File: src/hdl/tsc_pkg.sv
// ----------------------------------------------------------------------------
// tsc_pkg
// shared types, codes and widths of the touch sample conditioner
// ----------------------------------------------------------------------------
package tsc_pkg;

    localparam int SAMPLE_W        = 12;
    localparam int POS_W           = 12;
    localparam int TICK_W          = 32;
    localparam int THRESH_W        = 13;
    localparam int ADC_MAX_DEFAULT = 4095;

    localparam int CFG_INDEX_W = 8;
    localparam int CFG_DATA_W  = 32;

    // input word: now_ticks, z1, z2, y samples, x samples
    localparam int IN_DATA_W  = TICK_W + 8 * SAMPLE_W;
    localparam int OUT_DATA_W = 2 * POS_W;

    localparam logic [CFG_INDEX_W-1:0] CFG_ROTATION    = CFG_INDEX_W'(0);
    localparam logic [CFG_INDEX_W-1:0] CFG_RELEASE_THR = CFG_INDEX_W'(1);
    localparam logic [CFG_INDEX_W-1:0] CFG_PRESS_THR   = CFG_INDEX_W'(2);
    localparam logic [CFG_INDEX_W-1:0] CFG_HOLDOFF     = CFG_INDEX_W'(3);

    localparam logic [THRESH_W-1:0] RELEASE_THR_RESET = THRESH_W'(75);
    localparam logic [THRESH_W-1:0] PRESS_THR_RESET   = THRESH_W'(400);
    localparam logic [TICK_W-1:0]   HOLDOFF_RESET     = TICK_W'(3000);

    typedef enum logic {
        OP_PEN  = 1'b0,
        OP_POLL = 1'b1
    } op_t;

    typedef enum logic [1:0] {
        ROT_0   = 2'd0,
        ROT_90  = 2'd1,
        ROT_180 = 2'd2,
        ROT_270 = 2'd3
    } rot_t;

    typedef enum logic [1:0] {
        EV_DOWN = 2'd0,
        EV_MOVE = 2'd1,
        EV_UP   = 2'd2
    } ev_t;

endpackage

File: src/hdl/tsc_pair_mean.sv
// ----------------------------------------------------------------------------
// tsc_pair_mean
// floored mean of the closest pair out of three samples
// ----------------------------------------------------------------------------
module tsc_pair_mean
    import tsc_pkg::*;
(
    input  logic [SAMPLE_W-1:0] first,
    input  logic [SAMPLE_W-1:0] second,
    input  logic [SAMPLE_W-1:0] third,
    output logic [SAMPLE_W-1:0] mean
);

    logic [SAMPLE_W-1:0] d_ab;
    logic [SAMPLE_W-1:0] d_ac;
    logic [SAMPLE_W-1:0] d_bc;
    logic [SAMPLE_W:0]   sum_ab;
    logic [SAMPLE_W:0]   sum_ac;
    logic [SAMPLE_W:0]   sum_bc;

    assign d_ab = (first > second) ? first - second : second - first;
    assign d_ac = (first > third)  ? first - third  : third - first;
    assign d_bc = (second > third) ? second - third : third - second;

    assign sum_ab = {1'b0, first}  + {1'b0, second};
    assign sum_ac = {1'b0, first}  + {1'b0, third};
    assign sum_bc = {1'b0, second} + {1'b0, third};

    // ties go to the earlier pair
    always_comb
    begin
        priority if (d_ab <= d_ac && d_ab <= d_bc)
        begin
            mean = sum_ab[SAMPLE_W:1];
        end
        else if (d_ac <= d_ab && d_ac <= d_bc)
        begin
            mean = sum_ac[SAMPLE_W:1];
        end
        else
        begin
            mean = sum_bc[SAMPLE_W:1];
        end
    end

endmodule

File: src/hdl/touch_sample_conditioner_top.sv
// ----------------------------------------------------------------------------
// touch_sample_conditioner_top
// turns resistive touch panel samples into finger down, move and up events
// ----------------------------------------------------------------------------
// The block takes one input word per clock cycle unless the result side
// stalls, and returns its event, if any, from the input register through
// the result register. All pressure, closest-pair and rotation logic sits in
// a single combinational pass between those two registers, and the armed,
// finger and press-time state is updated in that same pass, so back-to-back
// polls see each other's effects. A result that waits on m_axis_tready
// stalls the input side only once both registers are full. Configuration
// writes are taken in every cycle and should be made while the block is idle.
module touch_sample_conditioner_top
    import tsc_pkg::*;
#(
    parameter int ADC_MAX = ADC_MAX_DEFAULT
)
(
    input  logic                   clk,
    input  logic                   rst_n,

    input  logic                   s_axis_tvalid,
    output logic                   s_axis_tready,
    // now_ticks[31:0], pressure_one, pressure_two, y_first, y_second, y_third,
    // x_first, x_second, x_third (12 bits each, from bit 32 up)
    input  logic [IN_DATA_W-1:0]   s_axis_tdata,
    // operation
    input  logic                   s_axis_tuser,

    output logic                   m_axis_tvalid,
    input  logic                   m_axis_tready,
    // pos_x[11:0], pos_y[23:12]
    output logic [OUT_DATA_W-1:0]  m_axis_tdata,
    // touch_event
    output logic [1:0]             m_axis_tuser,

    input  logic                   cfg_valid,
    output logic                   cfg_ready,
    input  logic [CFG_INDEX_W-1:0] cfg_index,
    input  logic [CFG_DATA_W-1:0]  cfg_data
);

    // signed pressure z1 + ADC_MAX - z2 never overflows this width
    localparam int PRESS_W = $clog2(ADC_MAX + (1 << SAMPLE_W)) + 1;
    localparam logic [POS_W-1:0] ADC_LOW = POS_W'(ADC_MAX);

    // configuration
    rot_t                rotation_reg;
    logic [THRESH_W-1:0] release_thr_reg;
    logic [THRESH_W-1:0] press_thr_reg;
    logic [TICK_W-1:0]   holdoff_reg;

    assign cfg_ready = 1'b1;

    always_ff @(posedge clk or negedge rst_n)
    begin
        if (!rst_n)
        begin
            rotation_reg    <= ROT_0;
            release_thr_reg <= RELEASE_THR_RESET;
            press_thr_reg   <= PRESS_THR_RESET;
            holdoff_reg     <= HOLDOFF_RESET;
        end
        else if (cfg_valid)
        begin
            unique case (cfg_index)
                CFG_ROTATION:    rotation_reg    <= rot_t'(cfg_data[1:0]);
                CFG_RELEASE_THR: release_thr_reg <= cfg_data[THRESH_W-1:0];
                CFG_PRESS_THR:   press_thr_reg   <= cfg_data[THRESH_W-1:0];
                CFG_HOLDOFF:     holdoff_reg     <= cfg_data[TICK_W-1:0];
                default:         ;
            endcase
        end
    end

    // input register
    logic                 in_valid_reg;
    logic [IN_DATA_W-1:0] in_data_reg;
    op_t                  in_op_reg;
    logic                 advance;

    assign advance       = !m_axis_tvalid || m_axis_tready;
    assign s_axis_tready = !in_valid_reg || advance;

    always_ff @(posedge clk or negedge rst_n)
    begin
        if (!rst_n)
        begin
            in_valid_reg <= 1'b0;
        end
        else if (s_axis_tready)
        begin
            in_valid_reg <= s_axis_tvalid;
        end
    end

    always_ff @(posedge clk)
    begin
        if (s_axis_tvalid && s_axis_tready)
        begin
            in_data_reg <= s_axis_tdata;
            in_op_reg   <= op_t'(s_axis_tuser);
        end
    end

    // field split
    logic [TICK_W-1:0]   now_ticks;
    logic [SAMPLE_W-1:0] pressure_one;
    logic [SAMPLE_W-1:0] pressure_two;
    logic [SAMPLE_W-1:0] y_first;
    logic [SAMPLE_W-1:0] y_second;
    logic [SAMPLE_W-1:0] y_third;
    logic [SAMPLE_W-1:0] x_first;
    logic [SAMPLE_W-1:0] x_second;
    logic [SAMPLE_W-1:0] x_third;

    assign now_ticks    = in_data_reg[TICK_W-1:0];
    assign pressure_one = in_data_reg[TICK_W + 0*SAMPLE_W +: SAMPLE_W];
    assign pressure_two = in_data_reg[TICK_W + 1*SAMPLE_W +: SAMPLE_W];
    assign y_first      = in_data_reg[TICK_W + 2*SAMPLE_W +: SAMPLE_W];
    assign y_second     = in_data_reg[TICK_W + 3*SAMPLE_W +: SAMPLE_W];
    assign y_third      = in_data_reg[TICK_W + 4*SAMPLE_W +: SAMPLE_W];
    assign x_first      = in_data_reg[TICK_W + 5*SAMPLE_W +: SAMPLE_W];
    assign x_second     = in_data_reg[TICK_W + 6*SAMPLE_W +: SAMPLE_W];
    assign x_third      = in_data_reg[TICK_W + 7*SAMPLE_W +: SAMPLE_W];

    logic [SAMPLE_W-1:0] filt_y;
    logic [SAMPLE_W-1:0] filt_x;

    tsc_pair_mean u_mean_y
    (
        .first  (y_first),
        .second (y_second),
        .third  (y_third),
        .mean   (filt_y)
    );

    tsc_pair_mean u_mean_x
    (
        .first  (x_first),
        .second (x_second),
        .third  (x_third),
        .mean   (filt_x)
    );

    // touch state
    logic              armed_reg;
    logic              armed_next;
    logic              finger_reg;
    logic              finger_next;
    logic [TICK_W-1:0] last_press_reg;
    logic [TICK_W-1:0] last_press_next;

    // pressure and thresholds
    logic signed [PRESS_W-1:0] pressure;
    logic signed [PRESS_W-1:0] release_ext;
    logic signed [PRESS_W-1:0] press_ext;
    logic                      below_release;
    logic                      above_press;
    logic                      holdoff_done;
    logic [TICK_W-1:0]         elapsed;

    assign pressure = $signed(PRESS_W'(pressure_one) + PRESS_W'(ADC_MAX)
                              - PRESS_W'(pressure_two));
    assign release_ext   = $signed(PRESS_W'(release_thr_reg));
    assign press_ext     = $signed(PRESS_W'(press_thr_reg));
    assign below_release = pressure < release_ext;
    assign above_press   = pressure >= press_ext;

    // wrapping tick difference
    assign elapsed      = now_ticks - last_press_reg;
    assign holdoff_done = elapsed >= holdoff_reg;

    // rotation
    logic [POS_W-1:0] pos_x;
    logic [POS_W-1:0] pos_y;

    always_comb
    begin
        unique case (rotation_reg)
            ROT_0:
            begin
                pos_x = ADC_LOW - filt_x;
                pos_y = filt_y;
            end
            ROT_90:
            begin
                pos_x = filt_y;
                pos_y = filt_x;
            end
            ROT_180:
            begin
                pos_x = filt_x;
                pos_y = ADC_LOW - filt_y;
            end
            default:
            begin
                pos_x = ADC_LOW - filt_y;
                pos_y = ADC_LOW - filt_x;
            end
        endcase
    end

    // state and result
    logic              res_valid;
    ev_t               res_event;
    logic [POS_W-1:0]  res_x;
    logic [POS_W-1:0]  res_y;
    logic              step;

    assign step = in_valid_reg && advance;

    always_comb
    begin
        armed_next      = armed_reg;
        finger_next     = finger_reg;
        last_press_next = last_press_reg;
        res_valid       = 1'b0;
        res_event       = EV_UP;
        res_x           = '0;
        res_y           = '0;
        if (in_op_reg == OP_PEN)
        begin
            armed_next = 1'b1;
        end
        else if (armed_reg && holdoff_done)
        begin
            // release test comes first when thresholds overlap
            if (below_release)
            begin
                armed_next  = 1'b0;
                finger_next = 1'b0;
                res_valid   = finger_reg;
            end
            else if (above_press)
            begin
                last_press_next = now_ticks;
                finger_next     = 1'b1;
                res_valid       = 1'b1;
                res_event       = finger_reg ? EV_MOVE : EV_DOWN;
                res_x           = pos_x;
                res_y           = pos_y;
            end
        end
    end

    always_ff @(posedge clk or negedge rst_n)
    begin
        if (!rst_n)
        begin
            armed_reg      <= 1'b0;
            finger_reg     <= 1'b0;
            last_press_reg <= '0;
        end
        else if (step)
        begin
            armed_reg      <= armed_next;
            finger_reg     <= finger_next;
            last_press_reg <= last_press_next;
        end
    end

    // result register
    always_ff @(posedge clk or negedge rst_n)
    begin
        if (!rst_n)
        begin
            m_axis_tvalid <= 1'b0;
        end
        else if (advance)
        begin
            m_axis_tvalid <= step && res_valid;
        end
    end

    always_ff @(posedge clk)
    begin
        if (step && res_valid)
        begin
            m_axis_tdata <= {res_y, res_x};
            m_axis_tuser <= res_event;
        end
    end

endmodule

File: config.mk
export PLATFORM = sky130hd
export DESIGN_NAME = touch_sample_conditioner_top
export DESIGN_NICKNAME = d
export VERILOG_FILES = /design/src/hdl/tsc_pkg.sv /design/src/hdl/tsc_pair_mean.sv /design/src/hdl/touch_sample_conditioner_top.sv
export SDC_FILE = /design/constraint.sdc
export NUM_CORES = 1
export LEC_CHECK = 0
export ABC_AREA = 0
export CELL_PAD_IN_SITES_DETAIL_PLACEMENT = 1
export CELL_PAD_IN_SITES_GLOBAL_PLACEMENT = 1
export CORE_MARGIN = 10
export CORE_UTILIZATION = 45
export DETAILED_ROUTE_END_ITERATION = 8
export DONT_BUFFER_PORTS = 1
export PLACE_DENSITY_LB_ADDON = 0.3
export SLEW_MARGIN = 20
export SYNTH_ARGS = -nofsm -noshare
export SYNTH_HDL_FRONTEND = slang
export SYNTH_HIERARCHICAL = 1
export SYNTH_SLANG_ARGS = --single-unit
File: constraint.sdc
create_clock -name clk -period 17.25 [get_ports clk]
set_input_delay 1.725 -clock clk [delete_from_list [all_inputs] [get_ports clk]]
set_output_delay 1.725 -clock clk [all_outputs]
set_load 0.01 [all_outputs]
Yosys cells after proc, flatten, opt, wreduce, memory -nomap -nowiden
Cells that the tools add are included.
{"block": "word_totals", "latch_bits": 0, "mem_bits_rw": 0, "romBits": 0, "reg_bits": 251, "in_bits": 174, "n_memories": 0}
{"block": "classes", "shift": 0, "n_addsub": 23, "eq_ne": 7, "muxes": 22, "bitwise_logic": 4, "magnitude_cmp": 17, "n_mul": 0, "n_reduce_logical": 23, "div": 0}
{"operator": "$sub 12x12->12", "n": 12}
{"operator": "$mux 12", "n": 10}
{"operator": "$le 12x12->1", "n": 8}
{"operator": "$add 12x12->13", "n": 6}
{"operator": "$gt 12x12->1", "n": 6}
{"operator": "$pmux 12 s3", "n": 2}
{"operator": "$ge 32x32->1", "n": 1}
{"operator": "$sub 32x32->32", "n": 1}
{"operator": "$sub 12x12->12 const A", "n": 2}
{"operator": "$eq 8x2->1 const B", "n": 2}
{"operator": "$ge 14x14->1", "n": 1}
{"operator": "$lt 14x14->1", "n": 1}
{"operator": "$sub 13x12->14", "n": 1}
{"operator": "$add 12x12->13 const B", "n": 1}
{"operator": "$mux 1", "n": 10}
{"operator": "$eq 8x1->1 const B", "n": 1}
{"operator": "$logic_and 1x1->1", "n": 8}
{"operator": "$logic_not 8->1", "n": 1}
{"operator": "$reduce_and 2->1", "n": 4}
{"operator": "$reduce_and 5->1", "n": 1}
{"operator": "$ne 2x1->1 const B", "n": 2}
{"operator": "$not 1->1", "n": 4}
{"operator": "$reduce_and 4->1", "n": 1}
{"operator": "$reduce_or 4->1", "n": 1}
{"operator": "other kinds (7)", "n": 9}

Longest topological paths before layout
Gate-level depths: netlist of run 1.
{"block": "depth", "ltp_word": 8, "mapped_depth": 36}

Cells and area by module
The synthesis of run 1 kept the hierarchy.
{"mod": "touch_sample_conditioner_top", "seq_area_each_um2": 7074.3, "instances": 1, "cells_each": 1022, "area_per_inst_um2": 12807.3}
{"mod": "tsc_pair_mean at u_mean_y", "seq_area_each_um2": 0.0, "instances": 1, "cells_each": 747, "area_per_inst_um2": 5442.7}
{"mod": "tsc_pair_mean at u_mean_x", "seq_area_each_um2": 0.0, "instances": 1, "cells_each": 713, "area_per_inst_um2": 5230.0}

Worst setup path after synthesis of run 1
Ideal clock, no wire load.
{"block": "synth_path", "path_kind": "reg2reg", "startpoint": "reg in_data_reg[104]", "endpoint": "reg m_axis_tdata[11] (data pin)", "period_less_slack_ps": 6883, "path_stages_with_launch": 35, "setup_time_ps": 270, "arrival_ps": 6613, "path_slack_ps": 10367, "required_time_ps": 16980, "n_path_buf": 1, "path_cell_list": "edfxtp_1 inv_1 ha_1 inv_1 fa_1 a21o_1 a21o_1 a21oi_1 o2111ai_2 nand2_4 mux2_4 or4_1 nand3_1 a211o_1 ha_1 nand4_1 nor3_1 a221oi_1 a32o_1 and2_1 clkbuf_1 o21ai_0 fa_1 a21o_1 a21oi_1 o21bai_1 a21oi_1 nor2b_1 o21a_1 o31a_1 o41ai_1 a21oi_1 o21ai_0 xnor2_1 nor3_1"}
{"block": "synth_between", "elab_chain_len": 8, "elab_cells_between_ends": 20, "cone_classes": "add/sub (7); order compare (6); mux (5); reduce/logical (2)"}
{"item": "start: declaration", "line_no": "touch_sample_conditioner_top.sv:78", "rtl": "logic [IN_DATA_W-1:0] in_data_reg;"}
{"item": "start signal: assignment", "line_no": "touch_sample_conditioner_top.sv:101", "rtl": "in_data_reg <= s_axis_tdata;"}
{"item": "$sub 12x12->12, or another cell as far along", "line_no": "tsc_pair_mean.sv:21", "rtl": "assign d_ab = (first > second) ? first - second : second - first;"}
{"item": "$mux 12, on equally long branches", "line_no": "tsc_pair_mean.sv:21, tsc_pair_mean.sv:23"}
{"item": "$le 12x12->1", "line_no": "tsc_pair_mean.sv:36", "rtl": "else if (d_ac <= d_ab && d_ac <= d_bc)"}
{"item": "$logic_and 1x1->1", "line_no": "tsc_pair_mean.sv:36"}
{"item": "$mux 12", "line_no": "tsc_pair_mean.sv:36"}
{"item": "$mux 12 *", "line_no": "tsc_pair_mean.sv:32", "rtl": "priority if (d_ab <= d_ac && d_ab <= d_bc)"}
{"item": "named net filt_x[11]", "line_no": "touch_sample_conditioner_top.sv:128", "rtl": "logic [SAMPLE_W-1:0] filt_x;"}
{"item": "$sub 12x12->12", "line_no": "touch_sample_conditioner_top.sv:183", "rtl": "pos_x = ADC_LOW - filt_x;"}
{"item": "$pmux 12 s3 *", "line_no": "touch_sample_conditioner_top.sv:180", "rtl": "unique case (rotation_reg)"}
{"item": "end signal: assignment", "line_no": "touch_sample_conditioner_top.sv:280", "rtl": "m_axis_tdata <= {res_y, res_x};"}
{"item": "end: declaration", "line_no": "touch_sample_conditioner_top.sv:33", "rtl": "output logic [OUT_DATA_W-1:0] m_axis_tdata,"}
Mark *: on every way through the listed nets, which the timed path passes. The rest lies on a longest branch.
A chain may end at the register's enable or synchronous reset.

Worst setup path in the final report of run 1
{"block": "layout_path", "startpoint": "reg in_data_reg[117]", "endpoint": "reg m_axis_tdata[11] (data pin)"}
{"block": "layout_between", "elab_chain_len": 8, "elab_cells_between_ends": 20, "cone_classes": "add/sub (7); order compare (6); mux (5); reduce/logical (2)"}
{"item": "$sub 12x12->12, or another cell as far along", "line_no": "tsc_pair_mean.sv:22", "rtl": "assign d_ac = (first > third) ? first - third : third - first;"}
{"item": "$mux 12, on equally long branches", "line_no": "tsc_pair_mean.sv:22, tsc_pair_mean.sv:23"}
{"item": "$le 12x12->1", "line_no": "tsc_pair_mean.sv:36"}
{"item": "$logic_and 1x1->1", "line_no": "tsc_pair_mean.sv:36"}
{"item": "$mux 12", "line_no": "tsc_pair_mean.sv:36"}
{"item": "$mux 12 *", "line_no": "tsc_pair_mean.sv:32"}
{"item": "named net filt_x[11]", "line_no": "touch_sample_conditioner_top.sv:128"}
{"item": "$sub 12x12->12", "line_no": "touch_sample_conditioner_top.sv:183"}
{"item": "$pmux 12 s3 *", "line_no": "touch_sample_conditioner_top.sv:180"}
Marks and branches as above.

==> results of run 1 <==
## cells in the mapped netlist (9+ instances only)
master      n
buf_2      30
a211o_1    12
mux2_4     13
o211ai_1   13
a21o_1     90
xnor2_1    99
nand3_1    55
nand2b_1   26
nor2_1     97
o21ai_1    13
and3_1     20
or3_1      10
edfxtp_1  155
ha_1      354
a31oi_1    20
o21ai_0   127
mux2i_1    50
and2_1     16
xor2_1     54
a211oi_1   26
mux2_2     83
dfrtp_1    82
nand2_1   136
inv_1     259
nor2b_1    27
nand4_1    35
fa_1       18
nor3_1     65
dfstp_2    14
o21bai_1   25
nor4_1      9
clkbuf_1   36
o21a_1     28
a21oi_1   195
o31ai_1    17
## cells by family (layout without fill, tap and decap cells)
logic type	after synthesis	after routing
adder cells (fa/ha/maj)	372	372
AO/OA/AOI/OAI	671	671
buffers and inverters	340	329
multiplexers	154	154
flip-flops	251	251
other	1	3
AND/OR/NAND/NOR	540	540
XOR/XNOR	153	153
## area by class of cell
cell class              instances  area (um2)
diodes                          2       5.005
clock buffers                  39       827.0
clock inverters                19       251.5
fillers                      5869       26400
inverters                     261       979.7
multi-input cells            1891       15040
flip-flops and latches        251        7074
well taps                     680       850.8
repair buffers                 10       78.83
## worst paths after layout
path	start	endpoint	slack [ns]	cells past startpoint
worst max-delay path	in_data_reg[117]$_DFFE_PP_	m_axis_tdata[11]$_SDFFCE_PP0P_	8.62	31
worst min-delay path	last_press_reg[19]$_DFFE_PN0P_	last_press_reg[19]$_DFFE_PN0P_	0.49	1
worst max register to register	in_data_reg[117]$_DFFE_PP_	m_axis_tdata[11]$_SDFFCE_PP0P_	8.62	31
worst min register to register	last_press_reg[19]$_DFFE_PN0P_	last_press_reg[19]$_DFFE_PN0P_	0.49	1
max in group asynchronous	rst_n	release_thr_reg[0]$_DFFE_PN1P_	16.21	0
min in group asynchronous	rst_n	last_press_reg[29]$_DFFE_PN0P_	0.80	0
## through the flow
stage	hold slack [ns]	instance area (um2)
2_1_floorplan	0.4581	23480
3_3_place_gp	0.4681	24020
3_5_place_dp	0.4791	24020
4_1_cts	0.4930	25100
5_1_grt	0.5191	25100
6_report	0.4874	25110
## power groups by stage
| stage | Sequential, mW | Clock (mW) | Combinational (mW) |
|---|---|---|---|
| detailed placement | 0.846 | 0 | 2.80 |
| floorplan | 0.808 | 0 | 2.10 |
| finish | 0.836 | 0.699 | 2.87 |
| global route | 0.847 | 0.738 | 3.18 |
| CTS | 0.836 | 0.715 | 2.84 |
| global placement | 0.840 | 0 | 2.69 |
## layout by cell type (no fill, tap or decap), types with 83 or more instances in the layout
cell type and count:
a21o_1 90, a21oi_1 195, edfxtp_1 155, ha_1 354, inv_1 259, mux2_2 83
nand2_1 136, nor2_1 97, o21ai_0 127, xnor2_1 99
## routing by layer
layer / vias up / part of all wire / global-route usage
met4: 12 / 0.029 / 0.06617
met2: 479 / 0.46 / 0.3824
met1: 9370 / 0.45 / 0.3099
li1: 8889 / - / -
met3: 102 / 0.058 / 0.04302
met5: - / 0.0010 / 0
==> impl_metrics.json, run 1 <==
{
  "outcome": "completed",
  "yosysTopAreaCellShare": 0.1982,
  "dr.pass1.iters": 7,
  "finalSetupTns_ns": 0,
  "p_sw_mw": 2.107,
  "cts_tree": "built",
  "combPwrFrac": 0.651,
  "crit_path_max_incr_delay_ns": 0.71,
  "start_util": 0.4558,
  "final_layout_size_suffix_gt1_frac": 0.08984,
  "synth_compound_area_frac": 0.1894,
  "grt_pass1_vias": 19740,
  "drtIter0Drc": 1158,
  "pwr-share-clk": 0.159,
  "yosys.cell_types.count": 101,
  "die_w_um": 248.4,
  "synth_cells": 2482,
  "ios": 203,
  "ys_seq_area_frac": 0.3013,
  "netlist_top_cells_area": "edfxtp_1 20%, ha_1 19%, dfrtp_1 8.7%",
  "async_flop_share": 0.3825,
  "dp_slack_ns": 8.685,
  "cts_resized": 0,
  "place_inst": 3093,
  "cp-end-kind": "flip-flop",
  "cellInternalPower_mw": 2.294,
  "routabilityCongestion": 0.9280,
  "dp_hpwl_um": 61330,
  "synth-simple-area-share": 0.1162,
  "coreArea_mm2": 0.05151,
  "drv_slew": 0,
  "p_seq_frac": 0.190,
  "clk_path_buf_depth": 3,
  "syn_to_final_growth_pct": 6.928,
  "ctsHoldBuffers": 0,
  "min_path_type": "flip-flop to flip-flop",
  "hold_violations": 0,
  "ant_nets": 0,
  "leakage_nw": 11.08,
  "timing.critical_path.buf_inv": 1,
  "worstSkewPairLatency_ns": 0.61,
  "cp-start-kind": "flip-flop",
  "ir_drop_uv": 113.1,
  "synth_largest_area_cell": "edfxtp_1",
  "antenna_found_initial": 10,
  "finalSetupViolations": 0,
  "fin_crit_sh": 0.5001,
  "critPathSlowestCell": "and2_1",
  "instances_no_fill": 3153,
  "grt_max_degree": 97,
  "rows": 83,
  "pwr_density_cell_mw_per_mm2": 175.3,
  "nets": 2992,
  "drt-wirelength-per-cell_um": 24.06,
  "syn_avg_cell_area_um2": 9.460,
  "die-area_mm2": 0.06172,
  "max_freq_mhz": 115.9,
  "p_sw_frac": 0.4788,
  "crit_family": "compound AO/OA/AOI/OAI gates",
  "crit_path_frequent_cell": "a21oi_1",
  "critPathKind": "flip-flop to flip-flop",
  "overflow": 0,
  "synth_top_family_by_area": "adder cells",
  "largest_register_ffs": 128,
  "power_mw": 4.401,
  "syn_nets": 3028,
  "grt_pass1_wl_um": 116900,
  "htree_num_levels": 1,
  "path_max_fanout": 22,
  "tightestPinTransition_ns": 0.9155,
  "grt_setup_unrepaired": "no",
  "cts_setup_buffers": 0,
  "num_vias": 18850,
  "synth_xor_area_frac": 0.05707,
  "io_buffers": 0,
  "syn_area_mm2": 0.02348,
  "yosysWarnings": 6,
  "fin_skew_ns": 0.01368,
  "ctsRootBufferMaster": "clkbuf_16",
  "clk_pin_slew_worst_paths_ns": 0.07,
  "cp.required_ns": 17.60,
  "ys.flop_type": "edfxtp_1",
  "maxSlewHeadroom": 0.3874,
  "final_util": 0.4874,
  "cap_viol_max_count": 0,
  "wirelength_um": 75880,
  "synth_edf_count": 155,
  "fin_ws_ns": 8.623,
  "cts_buffers": 31,
  "fin_crit_ns": 8.627,
  "grtUsageTotal": 0.2340,
  "synthMuxAreaShare": 0.07338,
  "via_per_inst": 5.979,
  "cts.sinks": 251,
  "synth-seq-cells": 251,
  "crit_arrival_ns": 8.98,
  "die_h_um": 248.4,
  "drc": 0,
  "synthAdderAreaFrac": 0.2040
}
(Power assumes the default switching activity.)
==> run 2: changes to the inputs <==
clock period = 7.2 ns   (was 17.25 ns; I/O delays follow)
==> run 2 against run 1 <==
  * Clock-buffer cell count is 2 lower
  * Sequential share of layout area is 2.9 points lower
  * Core utilization rose by 5.7 points
  * Fmax up 20%
  * Register-to-register slack got worse by 8.6 ns
  * Hold slack lost 0.46 ns
  * Cell area rose by 12%
  * Sequential cell count unchanged
  * Clock power is 120% higher
  * Highest routed layer unchanged
==> impl_metrics.json, run 2 (synthesis gave the netlist of run 1 again) <==
{
  "combPwrFrac": 0.709,
  "crit_path_frequent_cell": "a21oi_2",
  "place_inst": 3276,
  "min_path_type": "input pin to asynchronous set/reset pin",
  "grt_pass1_wl_um": 124900,
  "pwr_density_cell_mw_per_mm2": 429.9,
  "largest_register_ffs": 128,
  "fillers": 5824,
  "fin_ws_ns": 0.006643,
  "rows": 83,
  "antenna_found_initial": 6,
  "finalSetupTns_ns": 0,
  "grt_setup_unrepaired": "yes",
  "clk_pin_slew_worst_paths_ns": 0.06,
  "cts_buffers": 31,
  "p_sw_frac": 0.4657,
  "rr_worst_depth": 35,
  "outcome": "completed",
  "p_seq_frac": 0.164,
  "cp.required_ns": 7.52,
  "crit_arrival_ns": 7.51,
  "routabilityCongestion": 0.9922,
  "fin_crit_sh": 0.9991,
  "cellInternalPower_mw": 6.439,
  "drt-wirelength-per-cell_um": 24.59,
  "hold_violations": 0,
  "p_sw_mw": 5.612,
  "maxSlewHeadroom": 0.2925,
  "drc": 0,
  "die-area_mm2": 0.06172,
  "dp_hpwl_um": 66240,
  "pwr-share-clk": 0.126,
  "seqCellArea_mm2": 0.007074,
  "max_freq_mhz": 139.0,
  "finalSetupViolations": 0,
  "critPathSlowestCell": "or4_4",
  "fin_crit_ns": 7.193,
  "leakage_nw": 12.51,
  "path_max_fanout": 5,
  "crit_path_start": "in_data_reg[104]$_DFFE_PP_",
  "ant_nets": 0,
  "cts_tree": "built",
  "overflow": 0,
  "worstSkewPairLatency_ns": 0.61,
  "dp_slack_ns": -0.4313,
  "ctsRootBufferMaster": "clkbuf_16",
  "die_w_um": 248.4,
  "io_buffers": 0,
  "multi_input_area_mm2": 0.01593,
  "grt_pass1_vias": 21210,
  "mostFrequentLayoutCell": "ha_1",
  "cap_viol_max_count": 0,
  "ios": 203,
  "die_h_um": 248.4,
  "instances_no_fill": 3417,
  "fin_skew_ns": 0.02019,
  "cts.sinks": 251,
  "grt_max_degree": 97,
  "cp-end-kind": "flip-flop",
  "ff2ff_setup_slack_ns": 0.007,
  "htree_num_levels": 1,
  "ir_drop_uv": 269.1,
  "reg2reg_to": "m_axis_tdata[23]$_SDFFCE_PP0P_",
  "start_util": 0.4558,
  "via_per_inst": 5.901,
  "drtIter0Drc": 1252,
  "nets": 3256,
  "drv_slew": 0,
  "tightestPinTransition_ns": 1.057,
  "clk_path_buf_depth": 3,
  "dr.pass1.iters": 5,
  "final_layout_size_suffix_gt1_frac": 0.2275,
  "wirelength_um": 84030,
  "coreArea_mm2": 0.05151,
  "syn_to_final_growth_pct": 19.39,
  "r2r_start": "in_data_reg[104]$_DFFE_PP_",
  "cp-start-kind": "flip-flop",
  "critPathKind": "flip-flop to flip-flop",
  "final_cell_mix": "335 x ha_1, 254 x buf_4, 247 x inv_1",
  "crit_path_max_incr_delay_ns": 0.48,
  "num_vias": 20160,
  "grtUsageTotal": 0.2528
}
==> run 2: per-layer routing <==
layer	up-vias	wire length [um]	GRT usage
met5	-	46	0
met4	8	2273	0.06565
met3	116	5197	0.05008
met2	493	39660	0.4197
met1	10120	36850	0.3293
li1	9431	-	-
==> run 2: worst max-delay path by stage <==
stage	end	cells past startpoint
2_1_floorplan	m_axis_tdata[11]$_SDFFCE_PP0P_	34
3_3_place_gp	m_axis_tdata[11]$_SDFFCE_PP0P_	35
3_5_place_dp	m_axis_tdata[20]$_SDFFCE_PP0P_	32
4_1_cts	m_axis_tdata[23]$_SDFFCE_PP0P_	35
5_1_grt	m_axis_tdata[23]$_SDFFCE_PP0P_	35
6_report	m_axis_tdata[23]$_SDFFCE_PP0P_	35
==> run 2: timing repair <==
action	4_1_cts	5_1_grt
resized for setup	29	193
setup endpoints to repair	13	20
hold endpoints to repair	96	0
pin swaps	12	99
gates cloned	0	3
setup buffers	16	63
hold buffers	1	0
==> run 2: final cells by class <==
cell class / instances / share of cell area
clock inverters: 20 / 0.004776
flip-flops and latches: 251 / 0.2524
diodes: 3 / 0.0002678
clock buffers: 37 / 0.03035
repair buffers: 273 / 0.07811
well taps: 680 / 0.03035
inverters: 261 / 0.03544
multi-input cells: 1892 / 0.5683
==> run 2: worst max-delay path: cells and delay by family (launching register included) <==
family,cells,cell delay [ns]
buffers and inverters,5,0.57
multiplexers,2,0.50
AND/OR/NAND/NOR,7,1.31
adder cells (fa/ha/maj),4,1.05
AO/OA/AOI/OAI,16,2.88
XOR/XNOR,1,0.17
flip-flops,1,0.43
==> run 2: per-stage QoR <==
stage / cell area [um2] / power [mW] / utilization / hold WS (ns)
floorplan: 23480 / 6.957 / - / 0.4244
global placement: 25420 / 9.035 / 0.4935 / 0.4279
detailed placement: 25420 / 9.343 / 0.4935 / 0.4283
CTS: 26660 / 11.13 / 0.5176 / 0.04171
global route: 28030 / 12.95 / 0.5441 / 0.05888
finish: 28030 / 12.05 / 0.5442 / 0.02961
==> run 2: power by group through the flow <==
stage               combinational [mW]  clock, mW  sequential, mW
floorplan                         5.02          0            1.94
global placement                  7.04          0            1.99
detailed placement                7.34          0            2.00
CTS                               7.59       1.56            1.98
global route                      9.33       1.61            2.01
finish                            8.55       1.52            1.98
